File: src/design/boad_pkg.sv
// shared types, constants and helpers for the ber object identifier arc decoder
// no dependencies; used by boad_front, boad_queue, boad_back and the top level
package boad_pkg;

    localparam int ARC_WIDTH_DEF = 32;
    localparam int OUT_WIDTH     = 32;
    localparam int BYTE_WIDTH    = 8;
    localparam int DIGIT_WIDTH   = 7;
    localparam int QDEPTH        = 4;
    localparam int QPTR_WIDTH    = $clog2(QDEPTH);
    localparam int QCNT_WIDTH    = $clog2(QDEPTH + 1);

    localparam logic [7:0]  FIRST_DIVISOR = 8'd40;
    // floor(b / 40) == (b * 205) >> 13 for every 8-bit b
    localparam logic [15:0] DIV40_RECIP   = 16'd205;
    localparam int          DIV40_SHIFT   = 13;

    typedef struct packed {
        logic                 first;
        logic [OUT_WIDTH-1:0] value;
        logic                 ovf;
        logic                 last;
    } entry_t;

    typedef struct packed {
        logic                  full;
        logic                  empty;
    } qstat_t;

    function automatic logic [2:0] div40(input logic [7:0] b);
        logic [15:0] prod;
        prod = {8'd0, b} * DIV40_RECIP;
        return prod[DIV40_SHIFT +: 3];
    endfunction

    function automatic logic [5:0] mod40(input logic [7:0] b);
        logic [7:0] q8;
        logic [7:0] sub;
        q8  = {5'd0, div40(b)};
        sub = 8'(q8 * FIRST_DIVISOR);
        return 6'(b - sub);
    endfunction

endpackage

File: src/design/ber_oid_arc_decoder.sv
// top level of the ber object identifier arc decoder
// depends on boad_pkg, boad_front, boad_queue, boad_back
//
//  channel  dir  tdata               tuser         tlast
//  s_axis   in   content_byte[7:0]   -             last_byte
//  m_axis   out  arc_value[31:0]     arc_overflow  last_arc
//
// one byte accepted per cycle while the request queue is not full; a first byte
// makes two results in the back end, other bytes at most one
// from byte to result the path holds a queue entry and the output register
// reset clears the arc state, queue pointers and output valid; no clearing pass
// the front stalls only when the four-entry request queue is full
module ber_oid_arc_decoder #(
    parameter int ARC_WIDTH = boad_pkg::ARC_WIDTH_DEF
) (
    input  logic        clk,
    input  logic        rst_n,
    input  logic        s_axis_tvalid,
    output logic        s_axis_tready,
    input  logic [7:0]  s_axis_tdata,   // content_byte[7:0]
    input  logic        s_axis_tlast,
    output logic        m_axis_tvalid,
    input  logic        m_axis_tready,
    output logic [31:0] m_axis_tdata,   // arc_value[31:0]
    output logic        m_axis_tuser,   // arc_overflow
    output logic        m_axis_tlast
);

    logic             q_push;
    logic             q_pop;
    logic             back_phase;
    boad_pkg::entry_t push_entry;
    boad_pkg::entry_t q_head;
    boad_pkg::qstat_t q_stat;

    boad_front #(
        .ARC_WIDTH (ARC_WIDTH)
    ) u_front (
        .clk        (clk),
        .rst_n      (rst_n),
        .in_valid   (s_axis_tvalid),
        .in_ready   (s_axis_tready),
        .in_byte    (s_axis_tdata),
        .in_last    (s_axis_tlast),
        .q_full     (q_stat.full),
        .push       (q_push),
        .push_entry (push_entry)
    );

    boad_queue u_queue (
        .clk        (clk),
        .rst_n      (rst_n),
        .push       (q_push),
        .push_entry (push_entry),
        .pop        (q_pop),
        .head       (q_head),
        .stat       (q_stat)
    );

    boad_back u_back (
        .clk       (clk),
        .rst_n     (rst_n),
        .head      (q_head),
        .q_empty   (q_stat.empty),
        .pop       (q_pop),
        .phase     (back_phase),
        .out_valid (m_axis_tvalid),
        .out_ready (m_axis_tready),
        .out_value (m_axis_tdata),
        .out_ovf   (m_axis_tuser),
        .out_last  (m_axis_tlast)
    );

    // no request pushed into a full queue
    assert property (@(posedge clk) disable iff (!rst_n) q_push |-> !q_stat.full)
        else $error("push into full queue");

    // no request taken from an empty queue
    assert property (@(posedge clk) disable iff (!rst_n) q_pop |-> !q_stat.empty)
        else $error("pop from empty queue");

    // while the remainder of a first byte is pending, the quotient is on the output
    assert property (@(posedge clk) disable iff (!rst_n)
        back_phase |-> (m_axis_tvalid && !m_axis_tlast && !m_axis_tuser && !q_stat.empty))
        else $error("first byte split lost");

    // a quotient result leaves the back end holding the same entry
    assert property (@(posedge clk) disable iff (!rst_n)
        $rose(back_phase) |-> $past(!q_pop))
        else $error("first byte popped early");

endmodule

File: src/design/boad_front.sv
// front end: accepts content bytes, collects base-128 arcs, queues requests
// depends on boad_pkg
module boad_front #(
    parameter int ARC_WIDTH = boad_pkg::ARC_WIDTH_DEF
) (
    input  logic             clk,
    input  logic             rst_n,
    input  logic             in_valid,
    output logic             in_ready,
    input  logic [7:0]       in_byte,
    input  logic             in_last,
    input  logic             q_full,
    output logic             push,
    output boad_pkg::entry_t push_entry
);

    logic                 first_reg;
    logic                 first_next;
    logic [ARC_WIDTH-1:0] acc_reg;
    logic [ARC_WIDTH-1:0] acc_next;
    logic                 ovf_reg;
    logic                 ovf_next;

    logic                 accept;
    logic                 arc_end;
    logic                 ovf_hit;
    logic [ARC_WIDTH-1:0] acc_shift;
    logic [63:0]          acc_wide;

    assign in_ready  = !q_full;
    assign accept    = in_valid && in_ready;
    assign arc_end   = !in_byte[7] || in_last;
    assign ovf_hit   = |acc_reg[ARC_WIDTH-1 -: boad_pkg::DIGIT_WIDTH];
    assign acc_shift = {acc_reg[ARC_WIDTH-1-boad_pkg::DIGIT_WIDTH:0],
                        in_byte[boad_pkg::DIGIT_WIDTH-1:0]};
    assign acc_wide  = 64'(acc_shift);
    assign push      = accept && (first_reg || arc_end);

    always_comb
    begin
        push_entry.first = first_reg;
        push_entry.last  = in_last;
        if (first_reg)
        begin
            push_entry.value = 32'(in_byte);
            push_entry.ovf   = 1'b0;
        end
        else
        begin
            push_entry.value = acc_wide[boad_pkg::OUT_WIDTH-1:0];
            push_entry.ovf   = ovf_reg || ovf_hit;
        end
    end

    always_comb
    begin
        first_next = first_reg;
        acc_next   = acc_reg;
        ovf_next   = ovf_reg;
        if (accept)
        begin
            if (first_reg)
            begin
                first_next = in_last;
                acc_next   = '0;
                ovf_next   = 1'b0;
            end
            else if (arc_end)
            begin
                first_next = in_last;
                acc_next   = '0;
                ovf_next   = 1'b0;
            end
            else
            begin
                acc_next = acc_shift;
                ovf_next = ovf_reg || ovf_hit;
            end
        end
    end

    always_ff @(posedge clk or negedge rst_n)
    begin
        if (!rst_n)
        begin
            first_reg <= 1'b1;
            acc_reg   <= '0;
            ovf_reg   <= 1'b0;
        end
        else
        begin
            first_reg <= first_next;
            acc_reg   <= acc_next;
            ovf_reg   <= ovf_next;
        end
    end

endmodule

File: src/design/boad_queue.sv
// short fifo of arc requests between front and back end
// depends on boad_pkg
module boad_queue (
    input  logic             clk,
    input  logic             rst_n,
    input  logic             push,
    input  boad_pkg::entry_t push_entry,
    input  logic             pop,
    output boad_pkg::entry_t head,
    output boad_pkg::qstat_t stat
);

    boad_pkg::entry_t                mem [boad_pkg::QDEPTH];
    logic [boad_pkg::QPTR_WIDTH-1:0] wr_reg;
    logic [boad_pkg::QPTR_WIDTH-1:0] wr_next;
    logic [boad_pkg::QPTR_WIDTH-1:0] rd_reg;
    logic [boad_pkg::QPTR_WIDTH-1:0] rd_next;
    logic [boad_pkg::QCNT_WIDTH-1:0] cnt_reg;
    logic [boad_pkg::QCNT_WIDTH-1:0] cnt_next;

    localparam logic [boad_pkg::QPTR_WIDTH-1:0] PTR_LAST = boad_pkg::QPTR_WIDTH'(boad_pkg::QDEPTH - 1);
    localparam logic [boad_pkg::QCNT_WIDTH-1:0] CNT_FULL = boad_pkg::QCNT_WIDTH'(boad_pkg::QDEPTH);

    assign head       = mem[rd_reg];
    assign stat.full  = (cnt_reg == CNT_FULL);
    assign stat.empty = (cnt_reg == '0);

    always_comb
    begin
        wr_next  = wr_reg;
        rd_next  = rd_reg;
        cnt_next = cnt_reg;
        if (push)
            wr_next = (wr_reg == PTR_LAST) ? '0 : wr_reg + 1'b1;
        if (pop)
            rd_next = (rd_reg == PTR_LAST) ? '0 : rd_reg + 1'b1;
        if (push && !pop)
            cnt_next = cnt_reg + 1'b1;
        else if (pop && !push)
            cnt_next = cnt_reg - 1'b1;
    end

    always_ff @(posedge clk)
    begin
        if (push)
            mem[wr_reg] <= push_entry;
    end

    always_ff @(posedge clk or negedge rst_n)
    begin
        if (!rst_n)
        begin
            wr_reg  <= '0;
            rd_reg  <= '0;
            cnt_reg <= '0;
        end
        else
        begin
            wr_reg  <= wr_next;
            rd_reg  <= rd_next;
            cnt_reg <= cnt_next;
        end
    end

endmodule

File: src/design/boad_back.sv
// back end: turns queued requests into arc results, splits the first byte in two
// depends on boad_pkg
module boad_back (
    input  logic             clk,
    input  logic             rst_n,
    input  boad_pkg::entry_t head,
    input  logic             q_empty,
    output logic             pop,
    output logic             phase,
    output logic             out_valid,
    input  logic             out_ready,
    output logic [31:0]      out_value,
    output logic             out_ovf,
    output logic             out_last
);

    logic        phase_reg;
    logic        phase_next;
    logic        valid_reg;
    logic        valid_next;
    logic [31:0] value_reg;
    logic [31:0] value_next;
    logic        ovf_reg;
    logic        ovf_next;
    logic        last_reg;
    logic        last_next;
    logic        load;

    assign load      = !valid_reg || out_ready;
    assign phase     = phase_reg;
    assign out_valid = valid_reg;
    assign out_value = value_reg;
    assign out_ovf   = ovf_reg;
    assign out_last  = last_reg;

    always_comb
    begin
        pop        = 1'b0;
        phase_next = phase_reg;
        valid_next = valid_reg;
        value_next = value_reg;
        ovf_next   = ovf_reg;
        last_next  = last_reg;
        if (load)
        begin
            valid_next = !q_empty;
            if (!q_empty)
            begin
                if (head.first && !phase_reg)
                begin
                    // quotient arc first, entry stays for the remainder
                    value_next = 32'(boad_pkg::div40(head.value[7:0]));
                    ovf_next   = 1'b0;
                    last_next  = 1'b0;
                    phase_next = 1'b1;
                end
                else
                begin
                    value_next = head.first ? 32'(boad_pkg::mod40(head.value[7:0]))
                                            : head.value;
                    ovf_next   = head.ovf;
                    last_next  = head.last;
                    phase_next = 1'b0;
                    pop        = 1'b1;
                end
            end
        end
    end

    always_ff @(posedge clk or negedge rst_n)
    begin
        if (!rst_n)
        begin
            phase_reg <= 1'b0;
            valid_reg <= 1'b0;
        end
        else
        begin
            phase_reg <= phase_next;
            valid_reg <= valid_next;
        end
    end

    always_ff @(posedge clk)
    begin
        value_reg <= value_next;
        ovf_reg   <= ovf_next;
        last_reg  <= last_next;
    end

endmodule
File: config.mk
export PLATFORM = sky130hd
export DESIGN_NAME = ber_oid_arc_decoder
export DESIGN_NICKNAME = d
export VERILOG_FILES = /design/src/design/boad_pkg.sv /design/src/design/ber_oid_arc_decoder.sv /design/src/design/boad_front.sv /design/src/design/boad_queue.sv /design/src/design/boad_back.sv
export SDC_FILE = /design/constraint.sdc
export NUM_CORES = 1
export LEC_CHECK = 0
export BUFFER_PORTS_ARGS = -buffer_cell sky130_fd_sc_hd__buf_4
export CAP_MARGIN = 20
export CORE_MARGIN = 8
export CORE_UTILIZATION = 45
export DETAILED_ROUTE_END_ITERATION = 6
export SLEW_MARGIN = 20
export SYNTH_ARGS = -nofsm -noshare
export SYNTH_HDL_FRONTEND = slang
export SYNTH_SLANG_ARGS = --single-unit
File: constraint.sdc
create_clock -name clk -period 14.9 [get_ports clk]
set_input_delay 0 -clock clk [delete_from_list [all_inputs] [get_ports clk]]
set_output_delay 0 -clock clk [all_outputs]
set_load 0.02 [all_outputs]
==> flow_summary.ini, run 1 <==
[floorplan]
die_area_um2 = 26270
die_h_um = 162.1
num_io_pins = 49
num_rows = 53
dieWidth_um = 162.1
core_area_um2 = 20960
start_util_pct = 45.83

[global_route]
antenna_found_initial = 0
grt_overflow = 0
grt_pass1_vias = 5433
grt_first_pass_wirelength_um = 29840
grt_max_degree = 69
track_usage_pct = 14.35

[placed_design]
port_buffers = 48
dp_hpwl_um = 11720
gp_congestion = 0.8533
dp_worst_setup_slack_ns = 8.184
placedCellCount = 927

[finish]
largest_register_ffs = 140
final_nets = 764
syn2layout_area_growth_pct = 15.67
finalNonFillerCells = 981
post-route-util_pct = 53.02
diodes = 0
final_cell_mix = 174 x edfxtp_1, 73 x nand2_1, 58 x buf_4
layout_commonest_cell = edfxtp_1
layout-drive-gt1-share_pct = 19.55

[outcome]
violations = hold timing
outcome = finished with violations

[synth]
synth_top_area_cell = edfxtp_1
ys.flop_type = edfxtp_1
avgSynthCellArea_um2 = 15.54
synth_xor_area_share_pct = 1.238
synth_top_area_share_pct = 54.40
yosys.area_share.simple_pct = 8.377
synth_nets = 693
synth.cell_area_um2 = 9604
yosysUniqueCellTypes = 45
synthTopCellsByArea = edfxtp_1 54%, dfrtp_1 11%, mux4_2 7.3%
synth_top_family_by_area = multiplexers
synth_cells = 618
synthMuxAreaShare_pct = 9.666
synth-compound-area-share_pct = 3.700
synthArstFlopShare_pct = 19.82
synth-warning-count = 0
synth_adder_area_share_pct = 8.937
synth-seq-cells = 217
ys_seq_area_share_pct = 65.62
synth_edf_count = 174

[route]
drc = 0
drtIter0Drc = 284
drt-pass1-iter-count = 4
viasPerCell = 5.222
wire_per_inst_um = 18.78
antenna_left = 0
vias = 5123
routed_wl_um = 18420

[clock_tree]
clk-insertion-delay-late_ns = 0.51
path_clk_slew_ns = 0.06
clock-root-buffer = clkbuf_16
cts_tree = yes
clk_path_buf_depth = 3
cts_max_level = 1
cts_resized = 0
clock_sinks = 217
tritoncts.num_buffers = 23

[hold_path]
hold_class = in -> reg
worstHoldPathCells = 4
min-delay-start = s_axis_tvalid
min_delay_worst_endpoint = u_front.acc_reg[11]

[sta]
finalHoldViolations = 6
layout_setup_ws_ns = 8.214
setup_viol = 0
finalSetupTns_ns = 0
fmax_ghz = 0.1496
slew_headroom_pct = 50.31
holdWs_ns = -0.02340
slew_violations = 0
fin_crit_ns = 6.686
skew_ns = 0.01561
worstMarginPinSlew_ns = 0.7453
rsz0062_at_grt = no
min_period_over_period_pct = 44.87

[setup_path]
worstReg2RegStart = u_queue.rd_reg[0]
critPathLaunchType = flip-flop
crit_path_end_kind = flip-flop
cp_top_family = adder cells
crit_chain = buf_4, mux4_1, ha_1, inv_1, fa_1, inv_1, fa_1, ha_1, ha_1, nand4_1, nor3_1, o211a_1, nor2_1, o31ai_1, xor2_1, fa_1, xnor3_1, and3_4, o21ai_1, or3b_1
arrival_ns = 6.93
r2r_setup_slack_ns = 8.21
cp_max_fo = 39
critPathBufInv = 3
worstSetupPathType = reg -> reg
crit_required_ns = 15.15
rr_endpoint = u_back.out_value[5]
reg2reg_depth = 20
crit_path_max_incr_delay_ns = 0.76
cp_slowest_cell = mux4_1

[job]
max_cap_violations = 0
[worst register-to-register path: stages, from the launching register on]
cell	delay (ns)
dfrtp_2	0.34
buf_4	0.60
mux4_1	0.78
ha_1	0.37
inv_1	0.07
fa_1	0.50
inv_1	0.06
fa_1	0.47
ha_1	0.31
ha_1	0.32
nand4_1	0.21
nor3_1	0.43
o211a_1	0.22
nor2_1	0.04
o31ai_1	0.08
xor2_1	0.19
fa_1	0.46
xnor3_1	0.37
and3_4	0.19
o21ai_1	0.10
or3b_1	0.34
[repair_timing]
item                      4_1_cts  5_1_grt
setup buffers                   0        0
hold buffers                   11        0
hold endpoints to repair       88        0
[per-stage QoR]
step / hold WS, ns / instance area, µm²
finish: -0.02340 / 11110
global route: 0.006697 / 11110
CTS: 0.05204 / 11090
detailed placement: 0.05342 / 10310
global placement: 0.03748 / 10310
floorplan: -0.2956 / 9604
[per-layer routing]
layer / GRT usage (%) / wire length, µm / up-vias
met5: 0 / 0 / -
met4: 4.125 / 343 / 0
met3: 2.632 / 832 / 27
met2: 24.74 / 9233 / 94
met1: 18.20 / 8011 / 2600
li1: - / - / 2402
[synth_stat cells, types with 5 or more instances]
cell      count
a21oi_1       7
mux4_2       31
a21o_1        5
nor2_1       11
ha_1         51
xor2_1        8
nand2_1      74
fa_1         11
edfxtp_1    174
clkbuf_1     19
dfrtp_1      42
o21ai_0      37
nor2b_1      53
inv_1        37
and2_1        5
mux2_2        7
mux4_1        5
[how the worst max path moves through the flow]
stage | start | endpoint | slack [ns] | cells past startpoint
floorplan | u_queue.rd_reg[0] | u_back.out_value[5] | 8.73 | 20
global placement | u_queue.rd_reg[0] | u_back.out_value[5] | 8.39 | 21
detailed placement | u_queue.rd_reg[0] | u_back.out_value[5] | 8.18 | 20
CTS | u_queue.rd_reg[0] | u_back.out_value[5] | 8.20 | 20
global route | u_queue.rd_reg[0] | u_back.out_value[5] | 7.89 | 20
finish | u_queue.rd_reg[0] | u_back.out_value[5] | 8.21 | 20
[cell families after synthesis]
group	Yosys count
xor gates and xnor gates	12
buffers and inverters	61
muxes	45
adders and majority gates	62
and+or+nand+nor	160
DFF	217
AOI/OAI and AO/OA	61
[layout make-up]
cell class	instances	area [µm²]
clock buffer	27	590.6
tap	275	344.1
fill	1759	9846
sequential	217	6304
clock inverter	15	82.58
timing repair buffer	70	565.5
inverter	37	138.9
multi-input combinational	340	3084
Power of run 1 is not shown: default switching activity piles up to over one toggle a cycle in this logic, so the estimate is an artifact.
==> inputs of run 2 (changes only) <==
Clock period 14.9 ns to 6.75 ns, I/O delays scaled along.
==> run 2 against run 1 <==
  * Via count decreased by 0.16%
  * Highest routed layer unchanged
  * Cell area about the same
  * Critical path depth did not move
  * The run now ends clean
  * Cell count fell by 0.10%
  * Fmax rose by 6.3%
  * First-iteration DRC count fell by 8.8%
  * Die area unchanged
  * Clock-buffer cell count unchanged
  * Wire length grew 1.3%
  * Worst hold slack gained 0.040 ns
  * Non-clock buffer count stayed put
==> flow_summary.ini, run 2 (synthesis gave the netlist of run 1 again) <==
[outcome]
outcome = complete, no violations

[finish]
multi_input_area_um2 = 3089
n_fill_cell = 1782
final_nets = 764
layout-drive-gt1-share_pct = 19.29
seqCellArea_um2 = 6304
diodes = 0
largest_register_ffs = 140
layout_commonest_cell = edfxtp_1
final_cell_mix = 174 x edfxtp_1, 73 x nand2_1, 59 x buf_4
syn2layout_area_growth_pct = 15.61

[route]
viasPerCell = 5.219
wire_per_inst_um = 19.04
drtIter0Drc = 259
vias = 5115
routed_wl_um = 18660
drc = 0
antenna_left = 0
drt-pass1-iter-count = 4

[sta]
slew_headroom_pct = 41.00
fin_crit_ns = 6.288
finalSetupTns_ns = 0
rsz0062_at_grt = no
finalHoldViolations = 0
min_period_over_period_pct = 93.16
setup_viol = 0
skew_ns = 0.01258
worstMarginPinSlew_ns = 0.8832
fmax_ghz = 0.1590
slew_violations = 0

[floorplan]
die_h_um = 162.1
num_rows = 53
dieWidth_um = 162.1
num_io_pins = 49
core_area_um2 = 20960
start_util_pct = 45.83
die_area_um2 = 26270

[clock_tree]
post_cts_buffers = 0
clk_path_buf_depth = 3
clock_sinks = 217
path_clk_slew_ns = 0.06
clk-insertion-delay-late_ns = 0.52
hold_buffers = 11
tritoncts.num_buffers = 23
cts_tree = yes
clock-root-buffer = clkbuf_16
cts_max_level = 1
cts_resized = 0

[global_route]
grt_overflow = 0
antenna_found_initial = 0
track_usage_pct = 14.55
grt-busiest-layer = met2
use_met2_pct = 24.67
grt_pass1_vias = 5550
grt_max_degree = 69
use_met3_pct = 2.961
grt_first_pass_wirelength_um = 30280
grt.met1_usage_pct = 18.97

[setup_path]
crit_required_ns = 7.01
crit_path_end_kind = flip-flop
crit_path_max_incr_delay_ns = 0.72
startpoint = u_queue.rd_reg[0]
cp_slowest_cell = mux4_1
arrival_ns = 6.55
worstReg2RegStart = u_queue.rd_reg[0]
critPathBufInv = 2
crit_chain = buf_4, mux4_1, ha_1, inv_1, ha_1, a21o_1, fa_1, ha_1, ha_1, nand4_1, nor3_1, o211a_1, nor2_1, o31ai_1, xor2_1, fa_1, xnor3_1, and3_4, o21ai_1, or3b_1
worstSetupPathType = reg -> reg
cp_max_fo = 16
critPathLaunchType = flip-flop
cp_top_family = adder cells
cp_common_cell = ha_1

[placed_design]
gp_congestion = 0.8082
port_buffers = 48
dp_hpwl_um = 11900

[job]
max_cap_violations = 0

[hold_path]
hold_class = in -> async
run 2: stage by stage:
step / hold slack [ns] / worst slack, ns / instances / util [%] / cell area (µm²)
6_report: 0.01615 / 0.4616 / 980 / 52.99 / 11100
4_1_cts: 0.02620 / 0.4255 / 980 / 52.96 / 11100
5_1_grt: 0.09028 / 0.1032 / 980 / 52.99 / 11100
3_5_place_dp: 0.03889 / 0.4147 / 928 / 49.22 / 10310
3_3_place_gp: 0.03134 / 0.5994 / 928 / 49.22 / 10310
2_1_floorplan: -0.2956 / 0.5805 / 618 / - / 9604
run 2: layout make-up:
type / count / share of cell area [%]
clock buffer: 27 / 5.319
clock inverter: 14 / 0.7550
inverter: 37 / 1.251
multi-input combinational: 340 / 27.82
sequential: 217 / 56.77
tap: 275 / 3.099
timing repair buffer: 70 / 4.981
run 2: final timing paths:
kind | endpoint | slack (ns) | cells after the start
min reg2reg | u_front.acc_reg[31] | 0.47 | 2
max | u_back.out_value[5] | 0.46 | 20
max in group asynchronous | u_queue.rd_reg[0] | 6.30 | 2
max reg2reg | u_back.out_value[5] | 0.46 | 20
min in group clk | u_front.acc_reg[0] | 0.16 | 4
min | u_front.acc_reg[4] | 0.02 | 2
run 2: worst reg2reg max path: cells and delay by family, from the launching register on:
family / cells / cell delay [ns]
adders and majority gates: 6 / 2.04
AOI/OAI and AO/OA: 4 / 0.56
buffers and inverters: 2 / 0.43
xor gates and xnor gates: 2 / 0.53
and+or+nand+nor: 5 / 1.21
muxes: 1 / 0.73
DFF: 1 / 0.54
run 2: per-layer routing:
layer	part of all wire, %	wire [µm]	up-vias
met5	0	0	-
met4	1.2	232	0
met3	4.7	877	24
met2	49	9179	85
met1	45	8366	2601
li1	-	-	2405
Power of run 2 is left out for the same reason.
==> inputs of run 3 (changes only) <==
Settings changed: CORE_MARGIN 8 to not set, GPL_TIMING_DRIVEN set to 0, SYNTH_HIERARCHICAL set to 1.
==> run 3 against run 2 <==
  * Utilization up 0.98 points
  * First-iteration DRC count up 19%
  * Cell area up 2.2%
  * Fmax up 2.8%
  * Via count down 3.5%
  * Global-route usage up 2.9 points
  * Register-to-register slack better by 0.17 ns
  * Critical endpoint is now u_back/out_value[5]
  * Largest cell class unchanged
==> flow_summary.ini, run 3 <==
[setup_path]
cp-endpoint = u_back/out_value[5]
crit_path_end_kind = flip-flop
arrival_ns = 6.35
critPathLaunchType = flip-flop
crit_required_ns = 6.98
reg2reg_depth = 22
r2r_setup_slack_ns = 0.63
rr_endpoint = u_back/out_value[5]
worstSetupPathType = reg -> reg
startpoint = u_queue/rd_reg[0]
cp_max_fo = 10
worstReg2RegStart = u_queue/rd_reg[0]

[finish]
syn2layout_area_growth_pct = 17.66
diodes = 0
n_fill_cell = 1680
largest_register_ffs = 140
layout_commonest_cell = edfxtp_1
final_cell_mix = 174 x edfxtp_1, 58 x buf_4, 51 x ha_1
final_nets = 716
layout-drive-gt1-share_pct = 24.62
post-route-util_pct = 53.96

[clock_tree]
clk-insertion-delay-late_ns = 0.50
post_cts_buffers = 0
clk_path_buf_depth = 3
cts_tree = yes
cts_max_level = 1
clock_sinks = 217
path_clk_slew_ns = 0.06
tritoncts.num_buffers = 23
clock-root-buffer = clkbuf_16

[synth]
synthArstFlopShare_pct = 19.82
yosysMostFrequentCell = edfxtp_1
synth_common_cells = 174 x edfxtp_1, 51 x ha_1, 43 x nor2b_1
synth_edf_count = 174
yosysUniqueCellTypes = 50
ys_seq_area_share_pct = 65.37
synthTopCellsByArea = edfxtp_1 54%, dfrtp_1 11%, ha_1 6.6%
synth_cells = 551
synth-seq-cells = 217
synth-warning-count = 6
synth_nets = 626
synth_top_area_share_pct = 54.20
avgSynthCellArea_um2 = 17.50
synth.cell_area_um2 = 9640
synth_top_area_cell = edfxtp_1
ys.flop_type = edfxtp_1

[route]
vias = 4935
drtIter0Drc = 309
drt-pass1-iter-count = 4
routed_wl_um = 18020
antenna_left = 0
drc = 0
viasPerCell = 5.289
wire_per_inst_um = 19.32

[sta]
setup_viol = 0
slew_headroom_pct = 45.74
rsz0062_at_grt = no
skew_ns = 0.007761
min_period_over_period_pct = 90.62
finalSetupTns_ns = 0
finalHoldViolations = 0
fin_crit_ns = 6.117
worstMarginPinSlew_ns = 0.8140
slew_violations = 0
fmax_ghz = 0.1635

[floorplan]
dieWidth_um = 148.4
start_util_pct = 45.86
die_h_um = 148.4
die_area_um2 = 22010
core_area_um2 = 21020
num_rows = 53
num_io_pins = 49

[global_route]
grt_overflow = 0
antenna_found_initial = 0
grt_max_degree = 44
grt_first_pass_wirelength_um = 29030
grt_pass1_vias = 5220
track_usage_pct = 17.41

[outcome]
outcome = complete, no violations

[placed_design]
port_buffers = 48
dp_hpwl_um = 12310
gp_congestion = 0.8069

[hold_path]
hold_class = in -> async

[job]
max_cap_violations = 0
run 3: changes by cell type after synthesis, sizes merged, moves of 6 or more:
cell / delta
nor2b: -9
nand2: -68
buf: +18
and2b: +6
o21ai: -26
a22o: +31
clkbuf: -10
run 3: area by class of cell:
class                   count  area [µm²]  share of cell area, %
multi-input cells         269        2947                  25.98
flip-flops and latches    217        6302                  55.56
plain buffers              32       284.0                  2.504
clock buffers              33       623.1                  5.493
repair buffers             65       623.1                  5.493
clock inverters             9       96.34                 0.8493
well taps                 275       344.1                  3.033
inverters                  33       123.9                  1.092
run 3: cells by family after synthesis:
kind of cell / Yosys count / synth area share, %
compound gates: 61 / 4.919
xor+xnor: 15 / 1.506
fa+ha+maj: 62 / 8.903
buf+inv: 65 / 4.231
flops: 217 / 65.37
mux: 43 / 9.371
simple gates: 88 / 5.698
run 3: routing by layer:
| metal | wire, µm | global-route usage, % | vias to the layer above | part of all wire (%) |
|---|---|---|---|---|
| met5 | 0 | 0 | - | 0 |
| met4 | 294 | 3.866 | 0 | 1.6 |
| met3 | 614 | 2.301 | 23 | 3.4 |
| met1 | 8415 | 24.90 | 2564 | 47 |
| li1 | - | - | 2273 | - |
| met2 | 8697 | 28.54 | 75 | 48 |
run 3: worst min path at each step:
stage | slack [ns] | start | end | depth (start not counted)
after global routing | 0.06 | s_axis_tvalid | u_front/acc_reg[16] | 4
after CTS | 0.03 | s_axis_tvalid | u_front/acc_reg[16] | 4
after floorplan | -0.30 | rst_n | u_back/out_valid | 0
after global placement | 0.02 | rst_n | u_queue/wr_reg[1] | 1
after detailed placement | 0.04 | rst_n | u_queue/wr_reg[1] | 1
final | 0.04 | rst_n | u_queue/wr_reg[1] | 2
run 3: through the flow:
stage	std cells	setup WS [ns]	hold slack (ns)	instance area (µm²)
floorplan	551	1.196	-0.2956	9641
global placement	874	0.6994	0.02181	10340
detailed placement	880	0.6114	0.03809	10510
CTS	933	0.5669	0.02873	11340
global route	933	0.2903	0.06023	11340
finish	933	0.6328	0.03827	11340
run 3: critical path, stage by stage (launching register included):
cell and delay [ns]:
dfrtp_1 0.37, buf_6 0.21, mux4_1 0.73, ha_1 0.38, xor2_1 0.16, ha_1 0.29, fa_1 0.54, inv_1 0.07
fa_1 0.53, inv_1 0.04, ha_1 0.30, o21ai_0 0.08, o21ai_0 0.18, o2111ai_1 0.15, and3b_1 0.23, xnor2_1 0.16
ha_1 0.20, fa_1 0.38, xnor2_1 0.18, xnor2_1 0.15, xnor3_1 0.26, a21boi_1 0.15, o22ai_1 0.11
run 3: repair_timing:
| item | in CTS | in global routing |
|---|---|---|
| hold endpoints to repair | 88 | 0 |
| hold buffers | 11 | 0 |
| resized for setup | 0 | 0 |
Power of run 3 is left out for the same reason.
